### src/sv/qrs_pkg.sv
// ----------------------------------------------------------------------------
// qrs_pkg
// Shared widths, status codes and request types for the quadratic root solver.
// ----------------------------------------------------------------------------
package qrs_pkg;

    // Coefficient width (Q8.8 at the default of 16)
    localparam int COEF_W     = 16;
    // Fraction bits added to the quotient (Q16.16 result)
    localparam int FRAC_SHIFT = 16;
    localparam int OUT_W      = 32;

    localparam int PROD_W   = 2 * COEF_W;
    localparam int DISC_W   = 2 * COEF_W + 3;
    localparam int RAD_W    = 2 * COEF_W + 2;
    localparam int SQ_STEPS = RAD_W / 2;
    localparam int ROOT_W   = COEF_W + 1;
    localparam int SQ_REM_W = COEF_W + 3;
    localparam int NUM_W    = COEF_W + 3;
    localparam int DVD_W    = NUM_W - 1 + FRAC_SHIFT;
    localparam int DVS_W    = COEF_W + 1;
    // Quotient magnitude widened so that both saturation limits are visible
    localparam int QX_W     = (DVD_W > OUT_W) ? DVD_W + 1 : OUT_W + 1;

    typedef enum logic [1:0] {
        ST_NONE  = 2'd0,
        ST_ONE   = 2'd1,
        ST_TWO   = 2'd2,
        ST_DEGEN = 2'd3
    } t_status;

    typedef struct packed {
        logic signed [COEF_W-1:0] coef_a;
        logic signed [COEF_W-1:0] coef_b;
        logic signed [COEF_W-1:0] coef_c;
    } t_in_req;

    typedef struct packed {
        logic        [1:0]       root_status;
        logic signed [OUT_W-1:0] root_plus;
        logic signed [OUT_W-1:0] root_minus;
    } t_out_req;

    // Sideband that travels alongside the square root pipeline
    typedef struct packed {
        t_status                  status;
        logic signed [COEF_W-1:0] coef_a;
        logic signed [COEF_W-1:0] coef_b;
    } t_side;

endpackage

### src/sv/qrs_sqrt.sv
// ----------------------------------------------------------------------------
// qrs_sqrt
// Pipelined floor square root, one radicand bit pair per stage.
// ----------------------------------------------------------------------------
module qrs_sqrt import qrs_pkg::*; (
    input  logic              i_clk,
    input  logic              i_rst_n,
    input  logic              i_en,
    input  logic              i_valid,
    input  logic [RAD_W-1:0]  i_rad,
    input  t_side             i_side,
    output logic              o_valid,
    output logic [ROOT_W-1:0] o_root,
    output t_side             o_side
);

    logic                r_valid [SQ_STEPS];
    logic [RAD_W-1:0]    r_rad   [SQ_STEPS];
    logic [ROOT_W-1:0]   r_root  [SQ_STEPS];
    logic [SQ_REM_W-1:0] r_rem   [SQ_STEPS];
    t_side               r_side  [SQ_STEPS];

    genvar k;
    generate
        for (k = 0; k < SQ_STEPS; k++) begin : g_step
            logic                c_valid;
            logic [RAD_W-1:0]    c_rad;
            logic [ROOT_W-1:0]   c_root;
            logic [SQ_REM_W-1:0] c_rem;
            t_side               c_side;
            logic [SQ_REM_W-1:0] rem_sh;
            logic [SQ_REM_W-1:0] trial;
            logic                take;

            // Stage input: port for the first step, previous stage otherwise
            if (k == 0) begin : g_first
                assign c_valid = i_valid;
                assign c_rad   = i_rad;
                assign c_root  = '0;
                assign c_rem   = '0;
                assign c_side  = i_side;
            end else begin : g_next
                assign c_valid = r_valid[k-1];
                assign c_rad   = r_rad[k-1];
                assign c_root  = r_root[k-1];
                assign c_rem   = r_rem[k-1];
                assign c_side  = r_side[k-1];
            end

            // Bring down the next bit pair and try the trial subtrahend
            assign rem_sh = {c_rem[SQ_REM_W-3:0], c_rad[RAD_W-1 -: 2]};
            assign trial  = {c_root, 2'b01};
            assign take   = (rem_sh >= trial);

            always_ff @(posedge i_clk) begin
                if (!i_rst_n) begin
                    r_valid[k] <= 1'b0;
                end else if (i_en) begin
                    r_valid[k] <= c_valid;
                end
            end

            always_ff @(posedge i_clk) begin
                if (i_en) begin
                    r_rad[k]  <= {c_rad[RAD_W-3:0], 2'b00};
                    r_root[k] <= {c_root[ROOT_W-2:0], take};
                    r_rem[k]  <= take ? (rem_sh - trial) : rem_sh;
                    r_side[k] <= c_side;
                end
            end
        end
    endgenerate

    assign o_valid = r_valid[SQ_STEPS-1];
    assign o_root  = r_root[SQ_STEPS-1];
    assign o_side  = r_side[SQ_STEPS-1];

endmodule

### config.mk
export PLATFORM = sky130hd
export DESIGN_NAME = qrs_sqrt
export DESIGN_NICKNAME = d
export VERILOG_FILES = /design/src/sv/qrs_pkg.sv /design/src/sv/qrs_sqrt.sv
export SDC_FILE = /design/constraint.sdc
export NUM_CORES = 1
export LEC_CHECK = 0
export BUFFER_PORTS_ARGS = -buffer_cell sky130_fd_sc_hd__buf_2
export CAP_MARGIN = 30
export CORE_MARGIN = 1
export CORE_UTILIZATION = 30
export CTS_CLUSTER_SIZE = 14
export DETAILED_ROUTE_END_ITERATION = 16
export PLACE_DENSITY = 0.52
export SYNTH_ARGS = -nofsm -noshare
export SYNTH_HDL_FRONTEND = slang
export SYNTH_SLANG_ARGS = --single-unit
### constraint.sdc
create_clock -name i_clk -period 3 [get_ports i_clk]
set_input_delay 0.3 -clock i_clk [delete_from_list [all_inputs] [get_ports i_clk]]
set_output_delay 0.3 -clock i_clk [all_outputs]
set_load 0.005 [all_outputs]
; ---- Word-level counts from Yosys, hierarchy flattened
; Memory sizes are Yosys's and may differ from the RTL's.
; Cells that the tools add are included.
[classes]
n_addsub = 17
order_cmp = 17
bitwise = 17
mux = 39
[op_table]
columns = cell, n
row1 = $mux 19, 17
row2 = $ge 19x19->1, 16
row3 = $sub 19x19->19, 16
row4 = $mux 1, 22
row5 = $or 1x1->1, 17
row6 = $sub 2x1->3 const B, 1
row7 = $ge 2x1->1 const B, 1
[totals]
ramBits = 1751
out_inout_bits = 52
regBits = 0
word_cells = 95
mem_count = 5
[mem_list]
columns = memory, words, word_bits, read_ports, rd_ports_with_merged_regs, wr, line_no
row1 = r_side, 17, 34, 17, 0, 17, qrs_sqrt.sv:21  ; t_side r_side [SQ_STEPS];
row2 = r_rad, 17, 32, 16, 0, 17, qrs_sqrt.sv:18  ; logic [RAD_W-1:0] r_rad [SQ_STEPS];
row3 = r_rem, 17, 19, 16, 0, 17, qrs_sqrt.sv:20  ; logic [SQ_REM_W-1:0] r_rem [SQ_STEPS];
row4 = r_root, 17, 17, 17, 0, 17, qrs_sqrt.sv:19  ; logic [ROOT_W-1:0] r_root [SQ_STEPS];
row5 = r_valid, 17, 1, 17, 0, 17, qrs_sqrt.sv:17  ; logic r_valid [SQ_STEPS];

; ---- Logic depth before layout (Yosys ltp)
; Gate-level depths: netlist (run 1).
[logic_depth]
word_depth = 4
mapped_depth = 12
ltp_nobuf = 10

; ---- Worst setup path before layout (run 1)
; No wires, ideal clock.
[synth_timing]
path_kind = reg2reg
start = memory r_rem[0][277] in the netlist's numbering
end = memory r_rem[0][296] in the netlist's numbering (data pin)
arrival_time_ps = 2464
path_stages_with_launch = 9
synth_period_minus_slack_ps = 2726
t_required_ps = 2738
path_buffers = 1
setup_ps = 262
setup_slack_ps = 274
path_cell_list = edfxtp_1 > ha_1 > a21o_1 > a221o_1 > a21o_1 > a2111oi_2 > o21ai_2 > buf_6 > mux2_1
[synth_rtl]
columns = item, line_no
row1 = start: declaration, qrs_sqrt.sv:20

==> results of run 1 <==
## cell families after synthesis
family	after synthesis
XOR/XNOR	170
buffers and inverters	261
adder cells (fa/ha/maj)	170
flip-flops	1274
AO/OA/AOI/OAI	456
other	1
AND/OR/NAND/NOR	593
multiplexers	57
## path summary, 6_finish.rpt
check | startpoint | slack (ns) | depth (start not counted) | end
setup / recovery | r_rem[0][196] | 0.16 | 9 | r_rem[0][216]
hold / removal | i_rad[27] | 0.25 | 2 | r_rad[0][27]
setup reg to reg | r_rem[0][196] | 0.16 | 9 | r_rem[0][216]
hold reg to reg | r_side[0][266] | 0.41 | 0 | r_side[0][300]
## flip-flops by register name (all words and copies together), names as in the netlist
register and count:
r_rad 272, r_rem 254, r_root 153, r_side 578
r_valid 17
## where the power goes
group / internal [mW] / total [mW] / switching [mW]
clock: 9.78 / 16.8 / 6.97
combinational: 2.07 / 4.55 / 2.48
sequential: 21.5 / 22.2 / 0.670
## critical path, stage by stage, from the launching register on
cell,delay [ns]
sky130_fd_sc_hd__edfxtp_1,0.39
sky130_fd_sc_hd__ha_1,0.38
sky130_fd_sc_hd__a21o_1,0.19
sky130_fd_sc_hd__a21o_1,0.18
sky130_fd_sc_hd__a211oi_1,0.24
sky130_fd_sc_hd__a31oi_1,0.23
sky130_fd_sc_hd__nor4_4,0.35
sky130_fd_sc_hd__buf_4,0.25
sky130_fd_sc_hd__buf_4,0.23
sky130_fd_sc_hd__o41ai_1,0.10
## cell type report
cell class	count	share of cell area
Tap cell	2175	0.0464
Clock buffer	181	0.0645
Multi-Input combinational cell	1447	0.173
Inverter	220	0.0141
Timing Repair Buffer	277	0.0374
Sequential cell	1274	0.652
Clock inverter	71	0.0129
## repair_timing
action / CTS / global route
resized for setup: 0 / 1
buffers inserted: 0 / 2
endpoints found under the setup margin: 0 / 1
hold endpoints to repair: 129 / 0
hold buffers: 73 / 0
## layout by cell type (no fill, tap or decap), types with 77 or more instances in the layout
| master | count |
|---|---|
| sky130_fd_sc_hd__edfxtp_1 | 1273 |
| sky130_fd_sc_hd__clkbuf_16 | 146 |
| sky130_fd_sc_hd__buf_2 | 122 |
| sky130_fd_sc_hd__ha_1 | 170 |
| sky130_fd_sc_hd__xor2_1 | 77 |
| sky130_fd_sc_hd__a21oi_1 | 138 |
| sky130_fd_sc_hd__xnor2_1 | 93 |
| sky130_fd_sc_hd__nor2_1 | 146 |
| sky130_fd_sc_hd__nand2_1 | 123 |
| sky130_fd_sc_hd__inv_1 | 214 |
## layer usage
metal,track usage,vias to the layer above,share of wire
met5,0,-,0
li1,-,12094,-
met1,0.104,11542,0.43
met3,0.0239,234,0.041
met2,0.152,410,0.48
met4,0.0500,0,0.045
## per-stage QoR
stage,cells,utilization
after global routing,5645,0.360
after detailed placement,5318,0.327
after CTS,5643,0.360
after floorplan,2982,-
final,5645,0.360
after global placement,5318,0.327
==> out/summary.log, run 1 <==
qor: sta.setup_repair_after_global_routing_missed_its_margin no
qor: synth.basic_gate_share_of_the_synthesized_area_counting_and_or_nand_and_nor_cells 0.0616
qor: synth.synth_commonest_cells sky130_fd_sc_hd__edfxtp_1, sky130_fd_sc_hd__inv_1, sky130_fd_sc_hd__ha_1
qor: synth.async_reset_ff_frac 0
qor: placement.pre_cts_ws 0.129 ns
qor: sta.totalNegativeSetupSlack 0 ns
qor: floorplanning.floorplan.initialDensity 0.303
qor: layout.area_of_the_multi_input_gates 0.0102 mm2
qor: synth.postSynthCellCount 2982
qor: setup_path.setup.worst_path.end_class flip-flop
qor: detailed_routing.vias_after_detailed_routing 24.3k
qor: detailed_routing.drt_iter0_drc 1201
qor: synth.netlist.top_cell.by_area sky130_fd_sc_hd__edfxtp_1
qor: sta.drv_slew 0
qor: synth.synth_xor_area_frac 0.0301
qor: sta.maximum_frequency_from_static_timing_analysis 352 MHz
qor: layout.fraction_of_final_layout_cells_with_drive_strength_greater_than_1 0.126
qor: clock_network.clkLatencyLatePin 0.75 ns
qor: detailed_routing.drt-vias-per-instance 4.30
qor: synth.synth.net_count 3224
qor: detailed_routing.drt_pass1_iterations 5
qor: sta.period_minus_slack 2.84 ns
qor: floorplanning.die_height 408 um
qor: clock_network.cts_tree done
qor: clock_network.cts_buffers 143
qor: pwr.power.density 741 mW/mm2
qor: synth.netlist-cell-type-count 81
qor: pwr.ir_worst_vdd 0.000478 V
qor: detailed_routing.drt-total-wl 76.1 mm
qor: detailed_routing.routed_wire_length_per_instance 13.5 um
qor: placement.place_congestion 0.867
qor: sta.finalHoldViolations 0
qor: setup_path.worstPathArrival 3.29 ns
qor: floorplanning.die_x 408 um
qor: setup_path.path_max_fanout 14
qor: synth.yosys_register_bits 1274
qor: setup_path.worst-endpoint-required 3.45 ns
qor: setup_path.crit_type flip-flop to flip-flop
qor: synth.yosys_warnings 0
qor: grt.grt_overflow_total 0
qor: synth.yosysSeqAreaShare 0.774
qor: synth.synth_top_family_by_area simple AND/OR/NAND/NOR gates
qor: pwr.p_leak 21.6 nW
qor: setup_path.start_kind flip-flop
qor: sta.fin_worst_skew 0.0482 ns
qor: sta.setup_violations 0
qor: synth.synth.top_cell.area_share 0.774
qor: layout.nets 3605
qor: clock_network.cts.sinks 1274
qor: floorplanning.fp.coreArea 0.163 mm2
qor: synth.complex_gate_fraction_of_the_synthesized_area 0.0580
qor: floorplanning.io_pins 124
qor: pwr.design_power_total 43.5 mW
qor: synth.postSynthAreaPerCell 16.6 um2
qor: sta.worst-slew-pin-transition 0.715 ns
qor: detailed_routing.antenna_left 0
qor: clock_network.clk_pin_slew_worst_paths 0.05 ns
qor: placement.portBuffers 123
qor: grt.grt_antenna_before_repair 0
qor: synth.yosys_most_used_dff sky130_fd_sc_hd__edfxtp_1
qor: worst_hold_path.hp-class input pin to flip-flop
qor: layout.final_cell_area 0.0587 mm2
qor: clock_network.cts.htree.levels 4
qor: sta.fin_crit_sh 0.948
qor: grt.number_of_global_route_vias_before_repair 24.4k
qor: synth.muxShareOfSynthArea 0.0127
qor: floorplanning.total_die_area 0.166 mm2
qor: clock_network.cts-root-buf sky130_fd_sc_hd__clkbuf_16
qor: run_status.outcome finished clean
qor: placement.detailed_place.area 0.0534 mm2
qor: sta.worst_slew_margin_rel 0.523
qor: sta.holdWs 0.248 ns
qor: grt.grt_start_max_net_pins 118
qor: synth.synth.most_common_cell sky130_fd_sc_hd__edfxtp_1
qor: clock_network.maximum_root_to_sink_buffer_count 3
qor: grt.grt_pass1_wl 123 mm
qor: layout.area_of_all_sequential_standard_cells 0.0382 mm2
qor: grt.track_usage 0.0904
qor: sta.setup_ws 0.157 ns
qor: synth.post_synth_fa_ha_maj_area_fraction 0.0431
qor: layout.nFillCells 15.3k
qor: layout.areaGrowthSynthToFinish 18.8%
qor: placement.dp_hpwl 48.1 mm
qor: floorplanning.rows 148
qor: synth.synth_enable_flop_cells 1273
qor: flow_run.maxCapViolCount 0
qor: layout.antenna_cells 0
qor: synth.netlist_top_cells_area sky130_fd_sc_hd__edfxtp_1, sky130_fd_sc_hd__ha_1, sky130_fd_sc_hd__xnor2_1
qor: synth.syn_area 0.0494 mm2
qor: detailed_routing.drcViolationCount 0
Power figures use the tool's default switching activity.
==> run 2: changes to the inputs <==
Settings changed: CORE_ASPECT_RATIO from default to 1.5, CORE_MARGIN 1 to 10, CTS_CLUSTER_DIAMETER from default to 100.
==> run 2 against run 1 <==
Net effect: final cell count fell by 3.4%; combinational power is 2% higher; wire length increased by 4.4%; non-clock buffer count down 1; maximum frequency decreased by 1.3%; largest cell class unchanged.
==> out/summary.log, run 2 (synthesis gave the netlist of run 1 again) <==
qor: placement.place_congestion 0.838 [-3.4%]
qor: grt.grt_start_max_net_pins 107 [-9.3%]
qor: worst_hold_path.hp-class input pin to flip-flop
qor: pwr.design_power_total 38.9 mW [-11%]
qor: floorplanning.total_die_area 0.182 mm2 [+9.2%]
qor: sta.setup_violations 0 [unchanged]
qor: floorplanning.die_x 351 um [-14%]
qor: setup_path.worstPathArrival 3.31 ns [+0.02 ns]
qor: clock_network.maximum_root_to_sink_buffer_count 3 [unchanged]
qor: clock_network.cts-root-buf sky130_fd_sc_hd__clkbuf_16
qor: pwr.p_leak 20.7 nW [-4.1%]
qor: grt.grt_pass1_wl 128 mm [+4.5%]
qor: pwr.ir_worst_vdd 0.000487 V [+1.9%]
qor: clock_network.cts.sinks 1274 [unchanged]
qor: grt.grt_antenna_before_repair 2 [+2]
qor: clock_network.clkLatencyLatePin 0.72 ns [-0.03 ns]
qor: detailed_routing.drt_pass1_iterations 5 [unchanged]
qor: placement.pre_cts_ws 0.0439 ns [-0.0849 ns]
qor: layout.final_cell_area 0.0568 mm2 [-3.2%]
qor: setup_path.worst_path_max_delay_cell sky130_fd_sc_hd__a2111oi_0
qor: sta.setup_repair_after_global_routing_missed_its_margin no
qor: layout.nets 3563 [-1.2%]
qor: run_status.outcome finished clean
qor: pwr.power.density 684 mW/mm2 [-7.6%]
qor: clock_network.cts_tree done
qor: floorplanning.io_pins 124 [unchanged]
qor: layout.nFillCells 15.6k [+2.3%]
qor: sta.worst-slew-pin-transition 0.811 ns [+0.0959 ns]
qor: detailed_routing.drt-vias-per-instance 4.41 [+2.4%]
qor: setup_path.start_kind flip-flop
qor: layout.layout_commonest_cell sky130_fd_sc_hd__edfxtp_1
qor: layout.layout_common_cells sky130_fd_sc_hd__edfxtp_1, sky130_fd_sc_hd__inv_1, sky130_fd_sc_hd__ha_1
qor: floorplanning.fp.coreArea 0.164 mm2 [+0.50%]
qor: sta.holdWs 0.0832 ns [-0.164 ns]
qor: clock_network.cts.htree.levels 3 [-1]
qor: sta.finalHoldViolations 0 [unchanged]
qor: detailed_routing.vias_after_detailed_routing 24.0k [-1.0%]
qor: floorplanning.rows 182 [+23%]
qor: setup_path.path_max_fanout 5 [-9]
qor: detailed_routing.drt-total-wl 79.4 mm [+4.4%]
qor: layout.areaGrowthSynthToFinish 15.0%
qor: layout.area_of_all_sequential_standard_cells 0.0382 mm2 [unchanged]
qor: floorplanning.floorplan.initialDensity 0.301 [-0.00151]
qor: setup_path.crit_top_cell sky130_fd_sc_hd__a21o_1
qor: sta.period_minus_slack 2.88 ns [+0.0385 ns]
qor: flow_run.maxCapViolCount 0 [unchanged]
qor: layout.fraction_of_final_layout_cells_with_drive_strength_greater_than_1 0.107 [-0.0187]
qor: grt.track_usage 0.0870 [-0.00345]
qor: detailed_routing.routed_wire_length_per_instance 14.6 um [+8.0%]
qor: setup_path.cp_num_buf_inv 1 [-1]
qor: detailed_routing.antenna_left 0 [unchanged]
qor: sta.drv_slew 0 [unchanged]
qor: detailed_routing.drt_iter0_drc 1329 [+11%]
qor: sta.worst_slew_margin_rel 0.445 [-0.0779]
qor: setup_path.critical_path.cell_chain ha_1 -> a21o_1 -> a21o_1 -> a2111oi_0 -> buf_4 -> o211ai_1 -> nand3_1 -> a21bo_1
qor: layout.largestRegisters r_side x578, r_rad x272, r_rem x254
qor: placement.portBuffers 123 [unchanged]
qor: floorplanning.die_height 517 um [+27%]
qor: layout.largest_reg_flops 578 [unchanged]
qor: layout.area_of_the_multi_input_gates 0.0102 mm2 [+0.22%]
qor: detailed_routing.met3RoutedLength 3.26 mm [+4.0%]
qor: clock_network.clk_pin_slew_worst_paths 0.07 ns [+0.02 ns]
qor: clock_network.cts_buffers 102 [-29%]
qor: setup_path.path_delay_family compound AO/OA/AOI/OAI gates
qor: setup_path.setup.worst_path.end_class flip-flop
qor: grt.grt_overflow_total 0 [unchanged]
qor: sta.fin_worst_skew 0.0524 ns [+0.00420 ns]
qor: setup_path.crit_type flip-flop to flip-flop
qor: detailed_routing.route.layer.met1.wl 30.6 mm [-6.6%]
qor: setup_path.worst-endpoint-required 3.43 ns [-0.02 ns]
qor: sta.maximum_frequency_from_static_timing_analysis 347 MHz [-1.3%]
qor: detailed_routing.drcViolationCount 0 [unchanged]
qor: sta.totalNegativeSetupSlack 0 ns [unchanged]
qor: sta.setup_ws 0.118 ns [-0.0385 ns]
qor: detailed_routing.top_layer_used_by_detailed_routing met4
qor: placement.dp_hpwl 51.4 mm [+6.9%]
qor: sta.fin_crit_sh 0.961 [+0.0128]
qor: layout.registers.top_by_ff_count r_side
qor: setup_path.critPathMaxStageDelay 0.77 ns [+0.38 ns]
qor: grt.number_of_global_route_vias_before_repair 25.2k [+3.5%]
qor: detailed_routing.route.met2.wl 41.4 mm [+13%]
qor: placement.detailed_place.area 0.0533 mm2 [-0.19%]
run 2: layer usage:
layer	global-route usage	vias up
met2	0.159	428
li1	-	11885
met4	0.0485	0
met3	0.0190	216
met5	0	-
met1	0.0918	11501
run 2: final timing paths:
path            startpoint        endpoint  slack, ns  depth (start not counted)
max          r_rem[0][214]   r_rem[0][244]       0.12                          8
min reg2reg  r_rad[0][443]   r_rad[0][477]       0.39                          0
max reg2reg  r_rem[0][214]   r_rem[0][244]       0.12                          8
min                   i_en  r_side[0][106]       0.08                          1
run 2: worst reg2reg max path, cell delays in order (launching register included):
cell and delay (ns):
sky130_fd_sc_hd__edfxtp_1 0.40, sky130_fd_sc_hd__ha_1 0.37, sky130_fd_sc_hd__a21o_1 0.21, sky130_fd_sc_hd__a21o_1 0.23, sky130_fd_sc_hd__a2111oi_0 0.77, sky130_fd_sc_hd__buf_4 0.24
sky130_fd_sc_hd__o211ai_1 0.11, sky130_fd_sc_hd__nand3_1 0.12, sky130_fd_sc_hd__a21bo_1 0.19
run 2: timing repair:
item	CTS	global route
hold buffers	71	0
setup buffers	0	2
endpoints found under the hold margin	71	0
setup endpoints to repair	0	7
resized for setup	0	5
run 2: power by group:
group	leakage (nW)	switching (mW)	internal (mW)
logic	7.02	2.55	2.08
registers	12.4	0.664	21.5
clock network	1.34	5.99	6.11
total	20.7	9.20	29.7
run 2: metrics by stage:
stage                     std cells   util
after CTS                      5451  0.346
after detailed placement       5260  0.325
after global routing           5454  0.347
final                          5454  0.347
after floorplan                2982      -
after global placement         5260  0.325
run 2: layout make-up:
| class | instances | share of cell area |
|---|---|---|
| antenna | 1 | 0.0000440 |
| clock inverter | 10 | 0.00332 |
| clock buffer | 110 | 0.0454 |
| tap | 2116 | 0.0466 |
| sequential | 1274 | 0.673 |
| inverter | 220 | 0.0145 |
| multi-input combinational | 1447 | 0.179 |
| timing repair buffer | 276 | 0.0377 |
==> run 3: changes to the inputs <==
Settings changed: REMOVE_ABC_BUFFERS from default to 1.
Clock period 3 ns to 3.5 ns, I/O delays scaled along.
==> run 3 against run 2 <==
Net effect: combinational power shrank 16%; critical path type unchanged; critical path depth grew 2; count of clock-buffer cells in the layout grew 9; largest power group unchanged; worst setup slack gained 0.39 ns; sequential share of layout area grew 0.34 points.
==> out/summary.log, run 3 (synthesis gave the netlist of run 1 again) <==
qor: run_status.outcome finished clean
qor: layout.nFillCells 15.7k [+0.24%]
qor: grt.track_usage 0.0853 [-0.00167]
qor: layout.final_cell_area 0.0565 mm2 [-0.51%]
qor: layout.registers.top_by_ff_count r_side
qor: setup_path.start_kind flip-flop
qor: layout.fraction_of_final_layout_cells_with_drive_strength_greater_than_1 0.0941 [-0.0132]
qor: setup_path.worst_path_max_delay_cell sky130_fd_sc_hd__a211oi_2
qor: pwr.design_power_total 33.2 mW [-15%]
qor: grt.grt_pass1_wl 126 mm [-1.8%]
qor: grt.grt_start_max_net_pins 130 [+21%]
qor: detailed_routing.antenna_left 0 [unchanged]
qor: flow_run.maxCapViolCount 0 [unchanged]
qor: detailed_routing.drt_pass1_iterations 6 [+1]
qor: layout.postLayoutCoreUtil 0.345 [-0.00176]
qor: placement.dp_cells 5221 [-0.74%]
qor: clock_network.clkLatencyLatePin 0.74 ns [+0.02 ns]
qor: layout.largest_reg_flops 578 [unchanged]
qor: grt.grt_busiest_layer met2
qor: sta.worst_slew_margin_rel 0.451 [+0.00555]
qor: grt.grtUsageMet2 0.159 [+0.000401]
qor: pwr.cell_internal_pwr 25.4 mW [-14%]
qor: layout.areaGrowthSynthToFinish 14.4%
qor: floorplanning.die_x 351 um [unchanged]
qor: worst_hold_path.min_path_cells 2 [+1]
qor: worst_hold_path.hp-class input pin to flip-flop
qor: pwr.power.combinational.fraction 0.116 [-0.003]
qor: setup_path.setup.worst_path.end_class flip-flop
qor: floorplanning.fp.coreArea 0.164 mm2 [unchanged]
qor: pwr.seqPwrFrac 0.572 [+0.002]
qor: pwr.power.density 587 mW/mm2 [-14%]
qor: layout.area_of_the_multi_input_gates 0.0102 mm2 [-0.25%]
qor: setup_path.setup.worst_path.start r_root[0][206]
qor: clock_network.maximum_root_to_sink_buffer_count 3 [unchanged]
qor: sta.holdWs 0.326 ns [+0.243 ns]
qor: sta.fin_worst_skew 0.0865 ns [+0.0341 ns]
qor: sta.worst-slew-pin-transition 0.816 ns [+0.00512 ns]
qor: setup_path.path_max_fanout 29 [+24]
qor: layout.layout_commonest_cell sky130_fd_sc_hd__edfxtp_1
qor: placement.dp_hpwl 50.5 mm [-1.7%]
qor: setup_path.critical_path.cell_chain inv_1 -> ha_1 -> or3_1 -> o22ai_1 -> o21ai_1 -> a211oi_2 -> o211ai_1 -> buf_12 -> nor2b_1 -> mux2_2
qor: layout.area_of_all_sequential_standard_cells 0.0382 mm2 [unchanged]
qor: sta.setup_repair_after_global_routing_missed_its_margin no
qor: layout.layout_common_cells sky130_fd_sc_hd__edfxtp_1, sky130_fd_sc_hd__inv_1, sky130_fd_sc_hd__ha_1
qor: clock_network.postCtsSetupRepairBufs 0 [unchanged]
qor: floorplanning.die_height 517 um [unchanged]
qor: detailed_routing.drt-vias-per-instance 4.39 [-0.47%]
qor: setup_path.worst_setup_path_endpoint r_rem[0][263]
qor: setup_path.timing.reg2reg.worst_path_depth 10 [+2]
qor: grt.gr-usage-met1 0.0894 [-0.00232]
qor: sta.period_minus_slack 2.99 ns [+0.113 ns]
qor: placement.place_congestion 0.825 [-1.5%]
qor: clock_network.cts.sinks 1274 [unchanged]
qor: detailed_routing.drcViolationCount 0 [unchanged]
qor: sta.totalNegativeSetupSlack 0 ns [unchanged]
qor: setup_path.path_delay_family compound AO/OA/AOI/OAI gates
qor: setup_path.worst-endpoint-required 3.94 ns [+0.51 ns]
qor: pwr.ir_worst_vdd 0.000523 V [+7.3%]
qor: detailed_routing.vias_after_detailed_routing 23.8k [-1.1%]
qor: clock_network.cts_tree done
qor: setup_path.r2r-end r_rem[0][263]
qor: grt.grt.met3_usage 0.0182 [-0.000897]
qor: setup_path.critPathMaxStageDelay 0.43 ns [-0.34 ns]
qor: pwr.p_clk_frac 0.312 [about the same]
qor: pwr.p_leak 20.5 nW [-0.89%]
qor: pwr.p_sw 7.81 mW [-15%]
qor: sta.drv_slew 0 [unchanged]
qor: sta.setup_violations 0 [unchanged]
qor: floorplanning.total_die_area 0.182 mm2 [unchanged]
qor: layout.largestRegisters r_side x578, r_rad x272, r_rem x254
qor: detailed_routing.routed_wire_length_per_instance 14.4 um [-1.2%]
qor: placement.portBuffers 123 [unchanged]
qor: placement.detailed_place.area 0.0530 mm2 [-0.53%]
qor: floorplanning.floorplan.initialDensity 0.301 [unchanged]
qor: grt.number_of_global_route_vias_before_repair 24.8k [-1.7%]
qor: grt.grt_antenna_before_repair 4 [+2]
qor: clock_network.cts.htree.levels 3 [unchanged]
qor: setup_path.cp_num_buf_inv 2 [+1]
qor: sta.maximum_frequency_from_static_timing_analysis 334 MHz [-3.8%]
qor: sta.finalHoldViolations 0 [unchanged]
qor: sta.setup_ws 0.505 ns [+0.387 ns]
qor: detailed_routing.drt_iter0_drc 1123 [-16%]
qor: sta.fin_crit_sh 0.856 [-0.105]
qor: setup_path.worstPathArrival 3.43 ns [+0.12 ns]
qor: setup_path.crit_type flip-flop to flip-flop
qor: detailed_routing.drt-total-wl 78.0 mm [-1.8%]
qor: placement.pre_cts_ws 0.310 ns [+0.266 ns]
qor: clock_network.clk_pin_slew_worst_paths 0.07 ns [about the same]
qor: layout.nets 3522 [-1.2%]
qor: grt.grt_overflow_total 0 [unchanged]
qor: clock_network.cts-root-buf sky130_fd_sc_hd__clkbuf_16
qor: pwr.power_switching_share 0.235 [-0.00147]
qor: floorplanning.io_pins 124 [unchanged]
qor: setup_path.reg2reg_setup_slack 0.51 ns [+0.39 ns]
qor: setup_path.regToRegStartpoint r_root[0][206]
qor: setup_path.instance_count_on_the_critical_path 10 [+2]
qor: floorplanning.rows 182 [unchanged]
qor: layout.finalNonFillerCells 5422 [-0.59%]
qor: clock_network.cts_buffers 101 [-0.98%]
run 3: metal layers:
metal | routed length, um | vias to the layer above
met1 | 30200 | 11434
met3 | 3100 | 172
li1 | - | 11806
met2 | 41500 | 364
met4 | 3160 | 0
met5 | 0 | -
run 3: final cells by class:
cell class / count / area share
Sequential cell: 1274 / 0.676
Clock inverter: 9 / 0.00312
Tap cell: 2116 / 0.0468
Inverter: 220 / 0.0146
Timing Repair Buffer: 236 / 0.0329
Multi-Input combinational cell: 1447 / 0.180
Antenna cell: 1 / 0.0000443
Clock buffer: 119 / 0.0463
run 3: worst min path at each step:
stage                              start             end
final                          i_rad[12]    r_rad[0][12]
after global routing          i_side[29]   r_side[0][29]
after CTS                     i_side[29]   r_side[0][29]
after detailed placement    r_rad[0][78]   r_rad[0][112]
after global placement    r_side[0][186]  r_side[0][220]
after floorplan             r_rad[0][68]   r_rad[0][102]
run 3: repair_timing:
item,4_1_cts,5_1_grt
hold buffers,72,0
endpoints found under the setup margin,0,1
resized for setup,0,1
endpoints found under the hold margin,72,0
run 3: power groups by stage:
stage | clock network [mW] | logic (mW) | registers [mW]
after global placement | 0 | 3.77 | 19.3
after detailed placement | 0 | 3.83 | 19.3
final | 10.4 | 3.87 | 19.0
after CTS | 10.9 | 3.91 | 19.0
after floorplan | 0 | 2.68 | 19.1
after global routing | 11.5 | 4.36 | 19.1
